--- src/sv/lpfd_pkg.sv ---
// ----------------------------------------------------------------------------
// lpfd_pkg: shared types and constants for the length-prefixed frame deframer
// Phase, byte class and error codes, field widths and the result word layout.
// ----------------------------------------------------------------------------
package lpfd_pkg;

   // base header is always eight bytes: size(4) opcode(2) offset(1) flag(1)
   localparam int unsigned BASE_BYTES        = 8;
   localparam int unsigned HDR_UNIT_BYTES_DEF = 4;
   localparam logic [7:0]  OFFSET_RESET      = 8'd2;
   localparam logic [31:0] MAX_FRAME_RESET   = 32'd1048576;

   localparam int unsigned SIZE_W  = 32;
   localparam int unsigned OPC_W   = 16;
   localparam int unsigned BYTE_W  = 8;
   localparam int unsigned POS_W   = 32;
   localparam int unsigned RSP_DATA_W = 112;  // 107 field bits, padded to bytes

   // base header byte positions
   localparam logic [2:0] BIDX_SIZE0  = 3'd0;
   localparam logic [2:0] BIDX_SIZE1  = 3'd1;
   localparam logic [2:0] BIDX_SIZE2  = 3'd2;
   localparam logic [2:0] BIDX_SIZE3  = 3'd3;
   localparam logic [2:0] BIDX_OPC_HI = 3'd4;
   localparam logic [2:0] BIDX_OPC_LO = 3'd5;
   localparam logic [2:0] BIDX_OFFSET = 3'd6;
   localparam logic [2:0] BIDX_FLAG   = 3'd7;

   typedef enum logic [1:0] {
      PH_BASE = 2'd0,
      PH_EXT  = 2'd1,
      PH_BODY = 2'd2
   } phase_type;

   typedef enum logic [1:0] {
      CLS_BASE = 2'd0,
      CLS_EXT  = 2'd1,
      CLS_BODY = 2'd2
   } class_type;

   typedef enum logic [1:0] {
      ERR_NONE   = 2'd0,
      ERR_OFFSET = 2'd1,
      ERR_SIZE   = 2'd2
   } err_type;

   typedef struct packed {
      class_type          byte_class;
      logic [BYTE_W-1:0]  data_byte;
      logic [SIZE_W-1:0]  frame_size;
      logic [OPC_W-1:0]   opcode;
      logic [BYTE_W-1:0]  offset_words;
      logic [BYTE_W-1:0]  flag_bits;
      logic [POS_W-1:0]   body_position;
      logic               header_done;
      logic               frame_end;
      err_type            error_code;
   } rsp_type;

endpackage

--- src/sv/length_prefixed_frame_deframer.sv ---
// ----------------------------------------------------------------------------
// length_prefixed_frame_deframer: byte stream to classified frame bytes
// Splits a byte stream into frames with a big-endian length-prefixed header.
// ----------------------------------------------------------------------------
// Takes one received byte per cycle while req_tready is high and returns one
// registered result word per byte. Each result classes the byte (base header,
// extension header, body), carries the decoded size, opcode, offset and flag
// of the current frame, the body position, and marks for the last header byte
// and the last frame byte (tlast). A bad offset (below 2), a size below the
// header length or a size above csr max_frame_bytes is reported in error_code
// on the eighth base byte, and the next byte starts a new header. The
// sustained rate is one byte per cycle without output stalls: the header
// fields, the lengths derived from them and the byte counter are all updated
// in a single pass. A two-entry output register lets one more byte in while a
// result waits, then holds req_tready low until the stalled word leaves.
// Write csr only while no byte is in flight.
module length_prefixed_frame_deframer #(
   parameter int unsigned HEADER_UNIT_BYTES = lpfd_pkg::HDR_UNIT_BYTES_DEF
) (
   input  logic                             clock,
   input  logic                             reset,
   // input byte stream
   input  logic                             req_tvalid,
   output logic                             req_tready,
   input  logic [7:0]                       req_tdata,   // [7:0] rx_byte
   // result stream
   output logic                             rsp_tvalid,
   input  logic                             rsp_tready,
   // [7:0] data_byte, [39:8] frame_size, [55:40] opcode, [63:56] offset_words,
   // [71:64] flag_bits, [103:72] body_position, [104] header_done,
   // [106:105] error_code, [111:107] zero
   output logic [lpfd_pkg::RSP_DATA_W-1:0]  rsp_tdata,
   output logic [1:0]                       rsp_tuser,   // [1:0] byte_class
   output logic                             rsp_tlast,   // frame_end
   // max_frame_bytes write port
   input  logic                             csr_valid,
   output logic                             csr_ready,
   input  logic [31:0]                      csr_data
);
   import lpfd_pkg::*;

   // header length in bytes: offset times unit, needs room for the product
   localparam int unsigned HdrW = BYTE_W + $clog2(HEADER_UNIT_BYTES + 1);

   logic [31:0]       max_frame_ff;
   phase_type         phase_ff, phase_in;
   logic [POS_W-1:0]  count_ff, count_in;
   logic [SIZE_W-1:0] size_ff, size_in;
   logic [OPC_W-1:0]  opcode_ff, opcode_in;
   logic [BYTE_W-1:0] offset_ff, offset_in;
   logic [BYTE_W-1:0] flag_ff, flag_in;
   logic [HdrW-1:0]   ext_len_ff, ext_len_in;
   logic [SIZE_W-1:0] body_len_ff, body_len_in;

   logic [HdrW-1:0]   hdr_raw;
   logic [HdrW-1:0]   hdr_len;
   logic [2:0]        base_idx;
   rsp_type           res;

   rsp_type           out_ff, skid_ff;
   logic              out_valid_ff, skid_valid_ff;
   logic              accept, pop;

   assign csr_ready  = 1'b1;
   assign req_tready = !skid_valid_ff;
   assign accept     = req_tvalid && req_tready;
   assign pop        = rsp_tvalid && rsp_tready;

   // capture the frame size limit
   always_ff @(posedge clock) begin
      if (reset) begin
         max_frame_ff <= MAX_FRAME_RESET;
      end else if (csr_valid && csr_ready) begin
         max_frame_ff <= csr_data;
      end
   end

   // header length from the stored offset, never below the base header
   assign hdr_raw  = HdrW'(offset_ff) * HdrW'(HEADER_UNIT_BYTES);
   assign hdr_len  = (hdr_raw < HdrW'(BASE_BYTES)) ? HdrW'(BASE_BYTES) : hdr_raw;
   assign base_idx = count_ff[2:0];

   // decode one byte: next state and its result word
   always_comb begin
      phase_in    = phase_ff;
      count_in    = count_ff;
      size_in     = size_ff;
      opcode_in   = opcode_ff;
      offset_in   = offset_ff;
      flag_in     = flag_ff;
      ext_len_in  = ext_len_ff;
      body_len_in = body_len_ff;

      res               = '0;
      res.data_byte     = req_tdata;
      res.byte_class    = CLS_BASE;
      res.error_code    = ERR_NONE;

      case (phase_ff)
         PH_EXT: begin
            res.byte_class = CLS_EXT;
            count_in = count_ff + POS_W'(1);
            if (count_in >= POS_W'(ext_len_ff)) begin
               res.header_done = 1'b1;
               count_in = '0;
               if (body_len_ff == '0) begin
                  res.frame_end = 1'b1;
                  phase_in = PH_BASE;
               end else begin
                  phase_in = PH_BODY;
               end
            end
         end
         PH_BODY: begin
            res.byte_class = CLS_BODY;
            count_in = count_ff + POS_W'(1);
            res.body_position = count_in;
            if (count_in >= body_len_ff) begin
               res.frame_end = 1'b1;
               phase_in = PH_BASE;
               count_in = '0;
            end
         end
         default: begin
            // shift the byte into its base header field
            case (base_idx)
               BIDX_SIZE0: begin
                  opcode_in = '0;
                  offset_in = OFFSET_RESET;
                  flag_in   = '0;
                  size_in   = SIZE_W'(req_tdata);
               end
               BIDX_SIZE1, BIDX_SIZE2, BIDX_SIZE3: begin
                  size_in = {size_ff[SIZE_W-9:0], req_tdata};
               end
               BIDX_OPC_HI: opcode_in = {req_tdata, 8'h00};
               BIDX_OPC_LO: opcode_in = {opcode_ff[15:8], req_tdata};
               BIDX_OFFSET: offset_in = req_tdata;
               BIDX_FLAG:   flag_in   = req_tdata;
               default:     flag_in   = flag_ff;
            endcase
            phase_in = PH_BASE;
            if (base_idx != BIDX_FLAG) begin
               count_in = POS_W'(base_idx) + POS_W'(1);
            end else begin
               // last base byte: check the header and pick the next phase
               count_in    = '0;
               ext_len_in  = hdr_len - HdrW'(BASE_BYTES);
               body_len_in = size_ff - SIZE_W'(hdr_len);
               if (offset_ff < OFFSET_RESET) begin
                  res.error_code = ERR_OFFSET;
               end else if (size_ff < SIZE_W'(hdr_len) || size_ff > max_frame_ff) begin
                  res.error_code = ERR_SIZE;
               end else if (hdr_len > HdrW'(BASE_BYTES)) begin
                  phase_in = PH_EXT;
               end else begin
                  res.header_done = 1'b1;
                  if (size_ff == SIZE_W'(hdr_len)) begin
                     res.frame_end = 1'b1;
                  end else begin
                     phase_in = PH_BODY;
                  end
               end
            end
         end
      endcase

      res.frame_size   = size_in;
      res.opcode       = opcode_in;
      res.offset_words = offset_in;
      res.flag_bits    = flag_in;
   end

   // phase register
   always_ff @(posedge clock) begin
      if (reset) begin
         phase_ff <= PH_BASE;
      end else if (accept) begin
         phase_ff <= phase_in;
      end
   end

   // header fields and byte counter
   always_ff @(posedge clock) begin
      if (reset) begin
         count_ff    <= '0;
         size_ff     <= '0;
         opcode_ff   <= '0;
         offset_ff   <= OFFSET_RESET;
         flag_ff     <= '0;
         ext_len_ff  <= '0;
         body_len_ff <= '0;
      end else if (accept) begin
         count_ff    <= count_in;
         size_ff     <= size_in;
         opcode_ff   <= opcode_in;
         offset_ff   <= offset_in;
         flag_ff     <= flag_in;
         ext_len_ff  <= ext_len_in;
         body_len_ff <= body_len_in;
      end
   end

   // two-entry result register: skid holds a word while the output stalls
   always_ff @(posedge clock) begin
      if (reset) begin
         out_valid_ff  <= 1'b0;
         skid_valid_ff <= 1'b0;
      end else begin
         if (skid_valid_ff) begin
            if (pop) begin
               skid_valid_ff <= 1'b0;
            end
         end else if (accept) begin
            if (!out_valid_ff || pop) begin
               out_valid_ff <= 1'b1;
            end else begin
               skid_valid_ff <= 1'b1;
            end
         end else if (pop) begin
            out_valid_ff <= 1'b0;
         end
      end
   end

   always_ff @(posedge clock) begin
      if (skid_valid_ff) begin
         if (pop) begin
            out_ff <= skid_ff;
         end
      end else if (accept) begin
         if (!out_valid_ff || pop) begin
            out_ff <= res;
         end else begin
            skid_ff <= res;
         end
      end
   end

   // pack the result word onto the ports
   assign rsp_tvalid = out_valid_ff;
   assign rsp_tuser  = out_ff.byte_class;
   assign rsp_tlast  = out_ff.frame_end;
   assign rsp_tdata  = {5'b00000, out_ff.error_code, out_ff.header_done,
                        out_ff.body_position, out_ff.flag_bits, out_ff.offset_words,
                        out_ff.opcode, out_ff.frame_size, out_ff.data_byte};

   // a word waits in the skid stage only behind a held output word
   assert property (@(posedge clock) disable iff (reset)
      skid_valid_ff |-> out_valid_ff)
      else $error("skid word held with no output word");

   // the base header counter never leaves the eight base byte positions
   assert property (@(posedge clock) disable iff (reset)
      (phase_ff == PH_BASE) |-> (count_ff < POS_W'(BASE_BYTES)))
      else $error("base header counter out of range");

   // a frame never ends on a rejected header
   assert property (@(posedge clock) disable iff (reset)
      (rsp_tvalid && rsp_tlast) |-> (out_ff.error_code == ERR_NONE))
      else $error("frame end reported together with an error");

   // header done never lands on a body byte
   assert property (@(posedge clock) disable iff (reset)
      (rsp_tvalid && out_ff.header_done) |-> (out_ff.byte_class != CLS_BODY))
      else $error("header done on a body byte");

endmodule
--- config.mk ---
export PLATFORM = sky130hd
export DESIGN_NAME = length_prefixed_frame_deframer
export DESIGN_NICKNAME = d
export VERILOG_FILES = /design/src/sv/lpfd_pkg.sv /design/src/sv/length_prefixed_frame_deframer.sv
export SDC_FILE = /design/constraint.sdc
export NUM_CORES = 1
export LEC_CHECK = 0
export BUFFER_PORTS_ARGS = -buffer_cell sky130_fd_sc_hd__buf_4
export CAP_MARGIN = 20
export CORE_MARGIN = 4
export CORE_UTILIZATION = 45
export DETAILED_ROUTE_END_ITERATION = 7
export HOLD_SLACK_MARGIN = 0.12
export PLACE_DENSITY = 0.73
export SLEW_MARGIN = 20
export SYNTH_ARGS = -nofsm -noshare
export SYNTH_HDL_FRONTEND = slang
export SYNTH_SLANG_ARGS = --single-unit
export TNS_END_PERCENT = 20
--- constraint.sdc ---
create_clock -name clock -period 7.9 [get_ports clock]
set_input_delay 0.395 -clock clock [delete_from_list [all_inputs] [get_ports clock]]
set_output_delay 0.395 -clock clock [all_outputs]
set_load 0.05 [all_outputs]
Yosys cells after proc, flatten, opt, wreduce, memory -nomap -nowiden
Cells that the tools add are included.

storage, ports and cells
  register bits = 395
  bits in latches = 0
  memory bits (writable) = 0
  ROM bits = 0
  bits of input ports = 45
  output and inout port bits = 118
  logic and storage cells = 127
  memories = 0

operators by class
  $add $sub $neg = 4
  multipliers = 0
  div/mod/pow operators = 0
  order comparisons = 7
  eq/ne operators = 15
  shifts and indexed selects = 0
  mux-type cells = 48
  bitwise gates (word level) = 4
  reduce and logical (&&, ||, !) cells = 18

operators by type and width
  operator               number
  $mux 110               4
  $mux 32                4
  $pmux 32 s2            2
  $pmux 16 s3            1
  $add 32x1->32 const B  1
  $eq 32x10->1           1
  $ge 32x11->1           1
  $ge 32x32->1           1
  $gt 32x32->1           1
  $logic_not 32->1       1
  $lt 32x10->1           1
  $pmux 8 s2             2
  $sub 32x10->32         1
  $mux 2                 15
  $mux 16                1
  $mux 8                 2
  $reduce_and 3->1       5
  $eq 3x3->1 const B     4
  $sub 10x4->11 const B  1
  $gt 10x4->1 const B    1
  $lt 10x4->1 const B    1
  $mux 1                 10
  $mux 10                1
  $lt 8x2->1 const B     1
  19 further kinds       33

Longest topological paths before layout
  depth in word-level cells = 12
  gate-level depth with buffers = 19
  depth with buffers taken out = 16

Least setup slack after synthesis
No wires, ideal clock.

  path type = input to register
  start point = input port req_tvalid
  end point = register out_ff, in the netlist rsp_tdata[0], enable pin
  library setup time = 615 ps
  arrival = 6657 ps
  data required time = 7285 ps
  setup slack = 628 ps
  stages = 6
  buffers on the path = 3
  cell sequence = nor2b_1 clkbuf_1 clkbuf_1 buf_1 a21oi_1 a21oi_1

on the way
  word-level cells in the longest chain between the ends = 3

RTL lines
  item                         line                                   text
  start: declaration           length_prefixed_frame_deframer.sv:23   input logic req_tvalid,
  $logic_and 1x1->1            length_prefixed_frame_deframer.sv:66   assign accept = req_tvalid && req_tready;
  $reduce_bool 2->1 (no line)  n/a
  $reduce_and 3->1 (no line)   n/a
  end signal: assignment       length_prefixed_frame_deframer.sv:229  out_ff <= skid_ff;
  end signal: assignment       length_prefixed_frame_deframer.sv:233  out_ff <= res;
  end: declaration             length_prefixed_frame_deframer.sv:60   rsp_type out_ff, skid_ff;

No other way between the ends.
A chain may end at the register's enable or synchronous reset.

Final worst setup path
  start point = register count_ff[2]
  end point = register count_ff[5]

on the way
  word-level cells in the longest chain between the ends = 4
  elaborated cells on any way between the ends = 6
  those cells by class = 1 x add/sub; 2 x order compare; 3 x mux

RTL lines
  item                                          line                                                                          text
  start: declaration                            length_prefixed_frame_deframer.sv:47                                          logic [POS_W-1:0] count_ff, count_in;
  start signal: assignment                      length_prefixed_frame_deframer.sv:194                                         count_ff <= count_in;
  $add 32x1->32 *                               length_prefixed_frame_deframer.sv:102, length_prefixed_frame_deframer.sv:116
  $ge 32x32->1 or $ge 32x11->1 (tied branches)  length_prefixed_frame_deframer.sv:118, length_prefixed_frame_deframer.sv:103
  $mux 32 (on tied branches)                    length_prefixed_frame_deframer.sv:118, length_prefixed_frame_deframer.sv:103
  $pmux 32 s2 *                                 length_prefixed_frame_deframer.sv:99                                          case (phase_ff)

Every way passes the cells marked *; elsewhere a longest branch is shown, timed or not.

==> results_dict.tcl <==
set metrics [dict create \
    detailedPlace.worstSlack_ns 3.09 \
    synth-seq-area-share_pct 53.2 \
    post_route_cells_drive_above_1_share_pct 19.2 \
    cts.clk_slew.worst_paths_ns 0.06 \
    synth-simple-area-share_pct 14.4 \
    grt_max_degree 94 \
    clkSinkCount 393 \
    postLayoutSetupSlackWorst_ns 3.05 \
    startpoint_type "flop" \
    synth-main-ff-cell "sky130_fd_sc_hd__edfxtp_1" \
    cts_made_buffers 42 \
    root_buffer_cell "sky130_fd_sc_hd__clkbuf_16" \
    synth-seq-cells 393 \
    port_buffers 156 \
    hold_violations 0 \
    grt_overall_usage_pct 21.4 \
    number_of_global_route_vias_before_repair 13708 \
    via_per_inst 5.64 \
    die_h_um 213 \
    cp_slowest_stage_delay_ns 0.78 \
    synth_warnings 0 \
    crit_chain "nand4_2 -> or4_1 -> nor2_1 -> and4_1 -> nand2b_1 -> nand2_1 -> ha_1 -> a21o_1 -> a21o_1 -> a21oi_1 -> o21ai_0 -> nand2_1 -> o2111ai_1 -> o22a_2 -> nor2_1 -> a22o_1" \
    tightest_slew_ns 1.06 \
    syn_avg_cell_area_sq_um 10.8 \
    largest_family_of_logic_cells_by_synthesized_area "simple AND/OR/NAND/NOR gates" \
    clock_latency_ns 0.57 \
    netlist_area_sq_mm 0.0189 \
    synth_top_area_share_pct 34.9 \
    clockBufferDepth 3 \
    routedWlPerCell_um 20.0 \
    period_share_pct 61.4 \
    ys_async_sr_fraction_pct 0 \
    crit_path_end_kind "flop" \
    syn-instance-count 1755 \
    post_route_wl_um 49400 \
    worst_ep_required_time_ns 8.40 \
    status "completed" \
    design.core.area_sq_mm 0.0412 \
    maxSlewViolCount 0 \
    power.density_cell_area_mw_per_mm2 230 \
    muxShareOfSynthArea_pct 8.56 \
    holdCritPathClass "input pin to flop" \
    post_synth_num_cell_types 70 \
    tritoncts "done" \
    post_synth_fa_ha_maj_area_fraction_pct 6.06 \
    max_cap_violations 0 \
    final-setup-viol-count 0 \
    grt_first_pass_wirelength_um 77500 \
    leakage_nw 8.86 \
    arrival_ns 5.35 \
    vias 13944 \
    detail_route.first_pass.iterations 7 \
    synthToLayoutAreaGrowth_pct 17.6 \
    crit_slowest_cell "sky130_fd_sc_hd__dfxtp_1" \
    synth.top_cells.by_area "sky130_fd_sc_hd__edfxtp_1 (35%), sky130_fd_sc_hd__dfxtp_1 (18%), sky130_fd_sc_hd__mux2_2 (6.6%)" \
    drt_iter0_markers 1169 \
    io_pins 163 \
    setup_clock_skew_after_layout_ns 0.0235 \
    min_period_ns 4.85 \
    fp.dieArea_sq_mm 0.0454 \
    ctsHtreeMaxLevel 2 \
    unrepaired_setup_endpoints_after_global_routing "false" \
    number_of_diodes_added_for_antenna_fixing 0 \
    maximum_clock_frequency_ghz 0.206 \
    dpl.hpwl_um 33500 \
    tns_ns 0 \
    grt.overflow.total 0 \
    ant_nets 0 \
    initial_core_util_pct 45.9 \
    post-synth-top-area-cell "sky130_fd_sc_hd__edfxtp_1" \
    finalPower_mw 5.13 \
    dieWidth_um 213 \
    synthXorXnorAreaFrac_pct 3.01 \
    maxSlewHeadroom_pct 29.7 \
    nNetsFinal 2043 \
    drt_drc_violations_left 0 \
    crit_fanout 20 \
    fp-row-count 74 \
    grt_antenna_before_repair 0 \
    synth-compound-area-share_pct 10.2 \
    synth_edf_count 220 \
    classification_of_the_worst_setup_path "flop to flop" \
    finalWeightedCongestion 0.885 \
    max-vdd-ir-drop_mv 0.157 \
]
==> synth_stat cells (all sizes together), types with 7 or more instances <==
master / n
a211oi: 26
a21o: 24
a21oi: 66
a22o: 58
a31oi: 7
and2: 31
and3: 7
buf: 29
clkbuf: 75
dfxtp: 173
edfxtp: 220
ha: 90
inv: 108
mux2: 113
mux2i: 34
nand2: 90
nand2b: 9
nand3: 28
nand4: 26
nor2: 214
nor2b: 12
nor3: 82
nor4: 23
o211ai: 8
o21ai: 66
or3: 14
or4: 8
xnor2: 43
xor2: 22
==> path summary, 6_finish.rpt <==
kind,start,endpoint,slack [ns],cells past startpoint
min reg2reg,ext_len_ff[3],ext_len_ff[3],0.46,2
max reg2reg,count_ff[2],count_ff[5],3.05,16
min,req_tvalid,skid_valid_ff,0.20,3
max,count_ff[2],count_ff[5],3.05,16
==> cell type report <==
class | count | area (sq um)
Timing Repair Buffer | 208 | 1680
Clock inverter | 18 | 185
Inverter | 108 | 408
Multi-Input combinational cell | 1154 | 8060
Fill cell | 3513 | 19000
Tap cell | 532 | 666
Sequential cell | 393 | 10100
Clock buffer | 60 | 1180
==> flip-flops by register name (all words and copies together) (netlist names), 9 cells and up <==
register	cells
opcode_ff	16
size_ff	32
skid_ff	110
max_frame_ff	32
rsp_tdata	107
count_ff	32
ext_len_ff	9
body_len_ff	32
==> per-layer routing <==
metal,global-route usage [%],wire (um)
met5,0,0
met2,35.1,23500
met4,6.42,1190
met3,3.34,2690
met1,29.6,22000
==> power by group <==
part	leakage, nW	total [mW]	internal (mW)	switching (mW)
combinational	4.66	0.831	0.289	0.543
clock	0.657	1.94	1.12	0.826
sequential	3.54	2.35	2.28	0.0707
==> critical path, delay by kind of cell, from the launching register on <==
family	cells	cell delay [ns]
simple gates	8	2.43
compound gates	7	1.26
flops	1	0.78
fa+ha+maj	1	0.30
==> cells in the final DEF, fill, tap and decap left out, types with 42 or more instances in the layout <==
cell,count
sky130_fd_sc_hd__clkbuf_16,42
sky130_fd_sc_hd__ha_1,90
sky130_fd_sc_hd__xnor2_1,43
sky130_fd_sc_hd__a22o_1,58
sky130_fd_sc_hd__nand2_1,89
sky130_fd_sc_hd__nor3_1,82
sky130_fd_sc_hd__a21oi_1,64
sky130_fd_sc_hd__buf_4,166
sky130_fd_sc_hd__edfxtp_1,220
sky130_fd_sc_hd__nor2_1,212
sky130_fd_sc_hd__dfxtp_1,173
sky130_fd_sc_hd__o21ai_0,64
sky130_fd_sc_hd__mux2_2,111
sky130_fd_sc_hd__inv_1,107
==> timing repair <==
action                                 CTS  global route
setup buffers                            0             0
endpoints found under the hold margin   41             0
hold buffers                            41             0
resized for setup                        0             0
==> logic make-up (layout without fill, tap and decap cells) <==
family | count (synthesis) | in the layout
DFF | 393 | 393
buffers and inverters | 212 | 394
xor gates and xnor gates | 65 | 65
AOI/OAI and AO/OA | 285 | 285
other | 2 | 6
and+or+nand+nor | 560 | 560
adders and majority gates | 91 | 91
muxes | 147 | 147
==> stage by stage <==
stage | util [%] | hold slack [ns] | std cells | cell area (sq um)
finish | 54.0 | 0.204 | 2473 | 22200
global route | 54.0 | 0.242 | 2473 | 22200
CTS | 53.9 | 0.179 | 2472 | 22200
detailed placement | 49.6 | 0.449 | 2353 | 20500
global placement | 49.6 | 0.447 | 2353 | 20400
floorplan | - | 0.430 | 1759 | 18900
Power figures use the tool's default switching activity.
